--- config.mk ---
export PLATFORM = sky130hd
export DESIGN_NAME = decimal_text_to_int64
export DESIGN_NICKNAME = d
export VERILOG_FILES = /design/src/rtl/dtoi_pkg.sv /design/src/rtl/dtoi_parse.sv /design/src/rtl/decimal_text_to_int64.sv
export SDC_FILE = /design/constraint.sdc
export NUM_CORES = 1
export LEC_CHECK = 0
export BUFFER_PORTS_ARGS = -buffer_cell sky130_fd_sc_hd__buf_2
export CAP_MARGIN = 40
export CORE_ASPECT_RATIO = 1.2
export CORE_MARGIN = 4
export CORE_UTILIZATION = 28
export CTS_BUF_LIST = sky130_fd_sc_hd__clkbuf_8
export DETAILED_ROUTE_END_ITERATION = 8
export MAX_ROUTING_LAYER = met4
export PLACE_DENSITY = 0.42
export REMOVE_ABC_BUFFERS = 1
export SLEW_MARGIN = 25
export SYNTH_ARGS = -nofsm -noshare
export SYNTH_HDL_FRONTEND = slang
export SYNTH_SLANG_ARGS = --single-unit
--- constraint.sdc ---
create_clock -name clk_i -period 3.43 [get_ports clk_i]
set_input_delay 0.686 -clock clk_i [delete_from_list [all_inputs] [get_ports clk_i]]
set_output_delay 0.686 -clock clk_i [all_outputs]
set_load 0.02 [all_outputs]
--- src/rtl/dtoi_pkg.sv ---
`timescale 1ns / 1ps
package dtoi_pkg;

  localparam logic [7:0] CHAR_NUL   = 8'h00;
  localparam logic [7:0] CHAR_SPACE = 8'h20;
  localparam logic [7:0] CHAR_PLUS  = 8'h2B;
  localparam logic [7:0] CHAR_MINUS = 8'h2D;
  localparam logic [7:0] CHAR_ZERO  = 8'h30;
  localparam logic [7:0] CHAR_NINE  = 8'h39;
  localparam logic [7:0] CHAR_I     = 8'h69;
  localparam logic [7:0] CHAR_N     = 8'h6E;
  localparam logic [7:0] CHAR_F     = 8'h66;

  localparam logic [2:0]  INF_DONE   = 3'd3;
  localparam logic [2:0]  INF_FAILED = 3'd4;
  localparam logic [63:0] MAX_POS    = 64'h7FFF_FFFF_FFFF_FFFF;
  localparam logic [63:0] MAX_NEG    = 64'h8000_0000_0000_0001;

  typedef enum logic [1:0] {
    PH_SKIP    = 2'd0,
    PH_DIGITS  = 2'd1,
    PH_STOPPED = 2'd2
  } phase_e;

  // what the parser hands to the result register
  typedef struct packed {
    logic [63:0] mag;
    logic        neg;
    logic        inf;
  } dtoi_res_t;

  function automatic logic [7:0] inf_char(input logic [1:0] idx);
    logic [7:0] c;
    case (idx)
      2'd0:    c = CHAR_I;
      2'd1:    c = CHAR_N;
      2'd2:    c = CHAR_F;
      default: c = CHAR_NUL;
    endcase
    return c;
  endfunction

endpackage

--- src/rtl/dtoi_parse.sv ---
`timescale 1ns / 1ps
module dtoi_parse
  import dtoi_pkg::*;
(
  input  logic       clk_i,
  input  logic       rst_ni,
  input  logic       step_i,
  input  logic [7:0] char_i,
  input  logic       last_i,
  output dtoi_res_t  res_o
);

  phase_e      phase_q, phase_d;
  logic [63:0] acc_q, acc_d;
  logic        neg_q, neg_d;
  logic [2:0]  inf_q, inf_d;
  logic        term_q, term_d;

  always_comb begin
    phase_e     ph_b;
    logic       body;
    logic [3:0] digit;
    phase_d = phase_q;
    acc_d   = acc_q;
    neg_d   = neg_q;
    inf_d   = inf_q;
    term_d  = term_q;
    body    = 1'b0;
    ph_b    = phase_q;
    digit   = char_i[3:0];
    if (!term_q) begin
      if (phase_q == PH_SKIP) begin
        if (char_i >= 8'd1 && char_i <= CHAR_SPACE) begin
          body = 1'b0;
        end else if (char_i == CHAR_MINUS) begin
          neg_d   = 1'b1;
          phase_d = PH_DIGITS;
        end else if (char_i == CHAR_PLUS) begin
          phase_d = PH_DIGITS;
        end else begin
          phase_d = PH_DIGITS;
          ph_b    = PH_DIGITS;
          body    = 1'b1;
        end
      end else begin
        body = 1'b1;
      end
    end
    if (body) begin
      if (char_i == CHAR_NUL) begin
        term_d = 1'b1;
      end else begin
        if (inf_q < INF_DONE && char_i == inf_char(inf_q[1:0])) begin
          inf_d = inf_q + 3'd1;
        end else begin
          inf_d = INF_FAILED;
        end
        if (ph_b == PH_DIGITS) begin
          if (char_i >= CHAR_ZERO && char_i <= CHAR_NINE) begin
            // acc * 10 as acc * 8 + acc * 2
            acc_d = {acc_q[60:0], 3'b000} + {acc_q[62:0], 1'b0} + {60'd0, digit};
          end else begin
            phase_d = PH_STOPPED;
          end
        end
      end
    end
    res_o.inf = (inf_d == INF_DONE);
    res_o.neg = neg_d;
    res_o.mag = (inf_d == INF_DONE) ? MAX_POS : acc_d;
  end

  always_ff @(posedge clk_i or negedge rst_ni) begin
    if (!rst_ni) begin
      phase_q <= PH_SKIP;
      acc_q   <= '0;
      neg_q   <= 1'b0;
      inf_q   <= '0;
      term_q  <= 1'b0;
    end else if (step_i) begin
      if (last_i) begin
        // string done, back to the start for the next one
        phase_q <= PH_SKIP;
        acc_q   <= '0;
        neg_q   <= 1'b0;
        inf_q   <= '0;
        term_q  <= 1'b0;
      end else begin
        phase_q <= phase_d;
        acc_q   <= acc_d;
        neg_q   <= neg_d;
        inf_q   <= inf_d;
        term_q  <= term_d;
      end
    end
  end

endmodule

--- src/rtl/decimal_text_to_int64.sv ---
`timescale 1ns / 1ps
// decimal text to signed 64-bit integer. takes one character item per cycle,
// back to back, with tlast on the final character, and gives one result item
// (value, tuser = infinity flag) per string. the character stage holds one
// item and the result register holds one result, so the input stalls only
// when a final character meets a result not yet taken. a final character
// passes through the character stage and then the result register; the
// single 64-bit multiply-by-ten-and-add sits between the two registers.
module decimal_text_to_int64
  import dtoi_pkg::*;
(
  input  logic        clk_i,
  input  logic        rst_ni,
  input  logic        s_axis_tvalid_i,
  output logic        s_axis_tready_o,
  input  logic [7:0]  s_axis_tdata_i,  // [7:0] char_code
  input  logic        s_axis_tlast_i,
  output logic        m_axis_tvalid_o,
  input  logic        m_axis_tready_i,
  output logic [63:0] m_axis_tdata_o,  // [63:0] value
  output logic        m_axis_tuser_o   // [0] was_infinity
);

  logic       in_valid_q;
  logic [7:0] in_char_q;
  logic       in_last_q;
  logic       out_valid_q;
  dtoi_res_t  out_res_q;
  dtoi_res_t  res;
  logic       out_free;
  logic       advance;

  assign out_free        = !out_valid_q || m_axis_tready_i;
  assign advance         = in_valid_q && (!in_last_q || out_free);
  assign s_axis_tready_o = !in_valid_q || advance;

  dtoi_parse u_parse (
    .clk_i  (clk_i),
    .rst_ni (rst_ni),
    .step_i (advance),
    .char_i (in_char_q),
    .last_i (in_last_q),
    .res_o  (res)
  );

  always_ff @(posedge clk_i or negedge rst_ni) begin
    if (!rst_ni) begin
      in_valid_q <= 1'b0;
    end else if (s_axis_tready_o) begin
      in_valid_q <= s_axis_tvalid_i;
    end
  end

  always_ff @(posedge clk_i) begin
    if (s_axis_tready_o && s_axis_tvalid_i) begin
      in_char_q <= s_axis_tdata_i;
      in_last_q <= s_axis_tlast_i;
    end
  end

  always_ff @(posedge clk_i or negedge rst_ni) begin
    if (!rst_ni) begin
      out_valid_q <= 1'b0;
    end else if (advance && in_last_q) begin
      out_valid_q <= 1'b1;
    end else if (m_axis_tready_i) begin
      out_valid_q <= 1'b0;
    end
  end

  always_ff @(posedge clk_i) begin
    if (advance && in_last_q) begin
      out_res_q <= res;
    end
  end

  assign m_axis_tvalid_o = out_valid_q;
  assign m_axis_tdata_o  = out_res_q.neg ? (64'd0 - out_res_q.mag) : out_res_q.mag;
  assign m_axis_tuser_o  = out_res_q.inf;

endmodule

==> impl_results.md, run 1 <==
- Leak pwr: 8.09 nW
- Nets: 1,932
- Failing checks: negative setup slack
- Slew margin rel.: 0.540
- Syn. warnings: 0
- Placed Instance Area: about 15,000 sq um
- Die Wd: approximately 200 um
- DRT iter0 DRCs: between 700 and 800
- Clock share of power: 0.246
- Crit path time final: between 4000 and 5000 ps
- Layout cell share with drive strength beyond 1: 0.389
- Worst Setup End Kind: output port
- GRT Resource Usage Total: 0.193
- Setup Skew: approximately 14 ps
- H-Tree Depth: 4
- Startpoint types: register
- Reg2Reg Setup Slack: -80 ps
- Initial core utilization: 0.284
- Dpl hpwl: 34,200 um
- Clock Path Buffers: 2
- Max-slew violation count: 0
- CTS tree: yes
- Net Sw Frac: 0.355
- Area growth syn-to-layout: 48.9%
- Worst stage delay on the critical path: about 550 ps
- Cell variety after synth: 70
- Cells after synthesis: ~1,400
- Worst Path Arrival: 3530 ps
- DRC viols: 0
- Die area: approximately 47,000 sq um
- WHS: about 160 ps
- Final worst setup slack: -782 ps
- Area leader, netlist: edfxtp_1
- Worst-margin pin slew: roughly 700 ps
- Sequential group share of total power: 0.398
- Syn Area/Cell: 8.67 sq um
- Max FO, Critical Path: 3
- Final antenna-violating net count: 0
- CP delay by family, top: simple AND/OR/NAND/NOR gates
- Setup violators final: 57
- First-pass GRT wire length: 68,900 um
- Core ar.: about 43,000 sq um
- Crit path kind: register to output port
- Internal power: around 3.5 mW
- Port Buf Inserts: 79
- Result of the run: finished, violations left
- Largest net degree at the start of global routing: 40
- Top sig layer: met4
- Comb power frac: 0.355
- Total CTS buffers: 17
- WP data required: 2740 ps
- CP Capture Point: m_axis_tdata_o[61]
- Met2 Wirelength: between 20,000 and 25,000 um
- Worst R2R Path Depth: 14
- Worst Setup Slack post-DPL: -499 ps
- Synth top area share: 0.185
- Fill count: 4,268
- Seq/Total Area, Yosys: 0.334
- Clk_lat worst skew: 500 ps
- Vias: between 10,000 and 15,000
- Routed WL: around 47,000 um
- Vias per cell: around 5.2
- I/O pin cnt: 80
- Post-synthesis register bit count: about 150
- Final Hold Viols: 0
- RSZ-0062 raised after global routing: true
- Clk slew on worst S/H paths: roughly 90 ps
- # rows: just over 80
- Root Buffer: clkbuf_8
- Levels on crit path: 10
- Largest cells by area after synthesis: edfxtp_1, dfrtp_1, ha_1, nand2_1, xnor2_1
- Die Ht: 237 um
- Mapped Area: 12,200 sq um
- Fin crit share: 1.23
- Final Cell Area: roughly 18,000 sq um
- Reg-to-Reg Start: u_parse.acc_q[2]
- Predominant post-synthesis flop cell: edfxtp_1
- Worst reg2reg endpoint: out_res_q[58]
- Worst path bufs/invs: 2
- Final RePlAce weighted congestion: about 0.9
- Pwr dens: around 300 nW/um^2
- Crit path launch: out_res_q[49]
- Power Total: approximately 5.4 mW
- Critical Path Slowest Stage Cell: or4_4
- Avg WL per Cell: around 20 um
- Total global routing overflow: 0
- First-pass iteration count of the detailed router: 7
- TritonCTS Sinks: roughly 150
- Worst path cell trace: or4_4 > or3_4 > or3_4 > or4_4 > nor2_2 > inv_2 > or2_4 > o41ai_4 > xnor2_1 > buf_4
- Vias in the first global route: about 12,000
- EDFF count, synth: 75
- Met3 wire len: approximately 1400 um
- Sw Pwr: 1.91 mW
- Ys async rst share: 0.493
- Max Freq: ~240 MHz
- M1 WL: around 21,000 um
- Min-delay worst type: input port to asynchronous set/reset pin
- Initial antenna violation count: 1
- Max Cap Violations: 0
- Max VDD drop: ~0.24 mV
[placed cells by master, fill, tap and decap left out, types with 47 or more instances in the layout]
cell type and instances:
edfxtp_1 75, dfrtp_1 72, o211ai_1 47, nand2_1 182, ha_1 111, buf_6 52, nor2_1 63, a21oi_1 72
o21ai_0 76, xnor2_1 75, buf_4 333
[worst min path at each step]
stage                                  from           endpoint  slack [ps]
after floorplan                      rst_ni         in_valid_q         390
after global placement    u_parse.acc_q[63]  u_parse.acc_q[63]         490
after detailed placement  u_parse.acc_q[63]  u_parse.acc_q[63]         490
after CTS                            rst_ni  u_parse.acc_q[55]         150
after global routing                 rst_ni  u_parse.acc_q[55]         180
final                                rst_ni  u_parse.acc_q[55]         160
[power groups by stage]
stage	Combinational (mW)	Clock, mW	Sequential, mW
6_report	1.91	1.32	2.14
2_1_floorplan	0.842	0	2.15
4_1_cts	1.69	1.38	2.13
3_5_place_dp	1.58	0	2.16
5_1_grt	2.08	1.45	2.16
3_3_place_gp	1.58	0	2.16
[layer usage]
metal,vias to the layer above,GRT usage
met5,-,-
met4,0,0.0502
met3,73,0.0250
met2,241,0.326
met1,5927,0.245
li1,5995,-
[through the flow]
step / setup TNS, ps / std cells / utilization
2_1_floorplan: -82040 / 1341 / -
3_3_place_gp: -20180 / 2264 / 0.357
3_5_place_dp: -22370 / 2265 / 0.357
4_1_cts: -24220 / 2315 / 0.387
5_1_grt: -31310 / 2357 / 0.423
6_report: -19670 / 2357 / 0.423
[cells by family after synthesis]
kind of cell	after synthesis	synth area share
fa+ha+maj	128	0.132
compound gates	442	0.234
xor+xnor	118	0.0847
simple gates	466	0.179
mux	2	0.00164
buf+inv	104	0.0333
flops	148	0.334
[area by class of cell]
type                       instances  area (sq um)  area share
antenna                            1          2.50    0.000138
clock buffer                      17           234      0.0129
clock inverter                    15           118     0.00648
inverter                          37           141     0.00779
multi-input combinational       1158          9310       0.513
sequential                       148          4080       0.225
tap                              552           691      0.0380
timing repair buffer             429          3580       0.197
[what timing repair did]
action / 4_1_cts / 5_1_grt
setup buffers: 22 / 39
hold buffers: 0 / 0
gates cloned: 0 / 13
endpoints found under the setup margin: 123 / 133
resized for setup: 211 / 236
pin swaps: 59 / 140
[sequential cells by signal, indices dropped and copies added, names as in the netlist]
name and count:
u_parse.term_q 1, m_axis_tvalid_o 1, u_parse.acc_q 64, in_valid_q 1, u_parse.phase_q 2, m_axis_tuser_o 1, in_last_q 1, u_parse.neg_q 1
out_res_q 65, in_char_q 8, u_parse.inf_q 3
[Yosys cell counts (4+ instances only)]
library cell,number
o31a_1,6
nand3_1,30
or4_1,18
xor2_1,27
clkbuf_1,59
and3_1,11
a31oi_1,8
nand2b_1,8
or3_1,16
o21a_1,8
o21bai_1,13
and2_1,6
ha_1,126
nor2b_1,7
a21boi_0,8
o31ai_1,25
buf_2,4
or2_2,11
nor4b_1,5
a21oi_1,91
o211ai_1,47
nor2_1,71
nand2_1,222
a21o_1,40
a22o_1,10
a211oi_1,11
edfxtp_1,75
o41ai_1,12
xnor2_1,91
nor4_1,6
nand4_1,25
dfrtp_1,73
nor3_1,17
nand3b_1,4
inv_1,36
o21ai_0,124
(Power assumes the default switching activity.)
==> inputs of run 2 (changes only) <==
--- a/config.mk
+++ b/config.mk
@@ -19,3 +19,4 @@
 export SYNTH_ARGS = -nofsm -noshare
 export SYNTH_HDL_FRONTEND = slang
 export SYNTH_SLANG_ARGS = --single-unit
+export TNS_END_PERCENT = 1
==> run 2 against run 1 <==
Effect of this change:
- clock-buffer cell count is the same
- flip-flop and latch count is the same
- design area shrank 9.1%
- first-iteration DRC count shrank 5.7%
- highest routed layer unchanged
- global-route usage shrank 0.16 points
- via count shrank 4.2%
- die area is the same
- setup slack lost 7.8 ps
- register-to-register slack is essentially flat
- wire length shrank 8.8%
- critical path depth is the same
- the run still ends with negative setup slack left
==> impl_results.md, run 2 (synthesized netlist as in run 1, its figures left out) <==
- Result of the run: finished, violations left
- Failing checks: negative setup slack
- Worst Setup End Kind: output port
- Most frequent cells in the layout: buf_4, nand2_1, ha_1
- Critical Path Slowest Stage Cell: or4_4
- Crit path time final: 4220 ps (+7.81 ps)
- Worst Path Arrival: 3530 ps (about the same)
- Port Buf Inserts: 79 (unchanged)
- Die area: 47,000 sq um (unchanged)
- H-Tree Depth: 4 (unchanged)
- Setup TNS: -17,090 ps (+2580 ps)
- Leak pwr: 7.52 nW (-7.1%)
- Clk_lat worst skew: 500 ps (about the same)
- RSZ-0062 raised after global routing: true
- Top flop regs: out_res_q (65), u_parse.acc_q (64), in_char_q (8)
- Crit path launch: out_res_q[50]
- Die Wd: 199 um (unchanged)
- Initial antenna violation count: 2 (+1)
- First-pass iteration count of the detailed router: 5 (-2)
- Final antenna-violating net count: 0 (unchanged)
- Worst path bufs/invs: 2 (unchanged)
- Dpl hpwl: 34,200 um (unchanged)
- Clock Path Buffers: 2 (unchanged)
- Avg WL per Cell: 18.8 um (-6.6%)
- Post-cts hold buffer count: 0 (unchanged)
- Final Hold Viols: 0 (unchanged)
- Min-delay worst type: input port to asynchronous set/reset pin
- Max VDD drop: 0.231 mV (-1.8%)
- Final RePlAce weighted congestion: 0.913 (unchanged)
- DRC viols: 0 (unchanged)
- Crit path kind: register to output port
- Total CTS buffers: 17 (unchanged)
- Biggest register: out_res_q
- Reg-to-Reg Start: u_parse.acc_q[5]
- Area growth syn-to-layout: 35.3%
- GRT Resource Usage Total: 0.191 (-0.00162)
- Fill count: 4,393 (+2.9%)
- Routed WL: 43,300 um (-8.8%)
- Post-layout util: 0.385 (-0.0385)
- Vias: 11,700 (-4.2%)
- Max Cap Violations: 0 (unchanged)
- Max Freq: 237 MHz (-0.19%)
- Setup Skew: 17.9 ps (+4.03 ps)
- CP delay by family, top: simple AND/OR/NAND/NOR gates
- Total global routing overflow: 0 (unchanged)
- Vias per cell: 5.09 (-1.9%)
- Placed Instance Area: 15,300 sq um (unchanged)
- Root Buffer: clkbuf_8
- First-pass GRT wire length: 68,300 um (-0.86%)
- DRT iter0 DRCs: 680 (-5.7%)
- Worst-margin pin slew: 679 ps (-8.75 ps)
- Layout cell share with drive strength beyond 1: 0.302 (-0.0865)
- Pwr dens: 311 nW/um^2 (+5.4%)
- CTS tree: yes
- Register area: 4080 sq um (about the same)
- Final Cell Area: 16,500 sq um (-9.1%)
- TritonCTS Sinks: 148 (unchanged)
- WP data required: 2740 ps (about the same)
- Worst stage delay on the critical path: 560 ps (about the same)
- Commonest non-fill, non-tap cell in the layout: buf_4
- Fin crit share: 1.23 (+0.00228)
- Post-Layout Cell Count: 2,301 (-2.4%)
- Worst path cell trace: or4_4 > or3_4 > or3_4 > or4_4 > nor2_2 > inv_2 > or2_4 > o41ai_4 > xnor2_1 > buf_4
- Nets: 1,876 (-2.9%)
- Vias in the first global route: 12,000 (-0.74%)
- Startpoint types: register
- I/O pin cnt: 80 (unchanged)
- Clk slew on worst S/H paths: 80 ps (about the same)
- Setup violators final: 49 (-14%)
- Initial core utilization: 0.284 (unchanged)
- Slew margin rel.: 0.546 (+0.00585)
- Multi-input logic area: 8400 sq um (-9.8%)
- Placed Cells: 2,265 (unchanged)
- Largest net degree at the start of global routing: 40 (unchanged)
- Max reg flops: 65 (unchanged)
- Core ar.: 42,900 sq um (unchanged)
- # rows: 83 (unchanged)
- Max FO, Critical Path: 3 (unchanged)
- Die Ht: 237 um (unchanged)
- Max-slew violation count: 0 (unchanged)
- Final worst setup slack: -790 ps (-7.81 ps)
==> run 2: cell types whose count changed in the layout (fill, tap and decap cells not counted), moves of 9 or more <==
cell and change:
nand2_1 +30, o21ai_0 +20, buf_6 -39, ha_4 -11, ha_1 +14, buf_4 -12, nand2_2 -24, xnor2_1 +12
xnor2_2 -9
==> run 2: layout make-up <==
cell class                 instances  area share
antenna                            1    0.000152
multi-input combinational       1156       0.509
timing repair buffer             375       0.172
tap                              552      0.0418
inverter                          37     0.00856
clock inverter                    15     0.00712
sequential                       148       0.247
clock buffer                      17      0.0142
==> run 2: path summary, 6_finish.rpt <==
| check | depth (start not counted) | slack, ps | to |
|---|---|---|---|
| max | 10 | -790 | m_axis_tdata_o[61] |
| min | 1 | 170 | u_parse.acc_q[55] |
| max reg2reg | 14 | -90 | out_res_q[60] |
| min reg2reg | 1 | 510 | u_parse.acc_q[63] |
| max in group asynchronous | 2 | 2620 | u_parse.acc_q[17] |
| min in group clk_i | 1 | 360 | in_char_q[7] |
==> run 2: what timing repair did <==
action                     4_1_cts  5_1_grt
setup endpoints to repair      123      137
pin swaps                       25       28
resized for setup              143       73
setup buffers                    3        0
gates cloned                     0        0
==> run 2: through the flow <==
step                      power (mW)  setup slack (ps)  hold slack (ps)
final                           5.14              -790              167
after CTS                       5.17              -888              150
after floorplan                 2.99             -1130              390
after global routing            5.46              -915              186
after global placement          3.74              -441              489
after detailed placement        3.74              -499              495
==> run 2: power breakdown <==
part / switching [mW] / internal [mW]
logic: 0.925 / 0.760
registers: 0.121 / 2.01
clock network: 0.766 / 0.561
total: 1.81 / 3.33
==> run 2: routing by layer <==
layer / vias up / global-route usage / part of all wire / routed length (um)
li1: 5873 / - / - / -
met1: 5592 / 0.242 / 0.46 / 19700
met2: 206 / 0.322 / 0.49 / 21300
met3: 48 / 0.0236 / 0.028 / 1230
met4: 0 / 0.0543 / 0.023 / 996
met5: - / - / 0 / 0
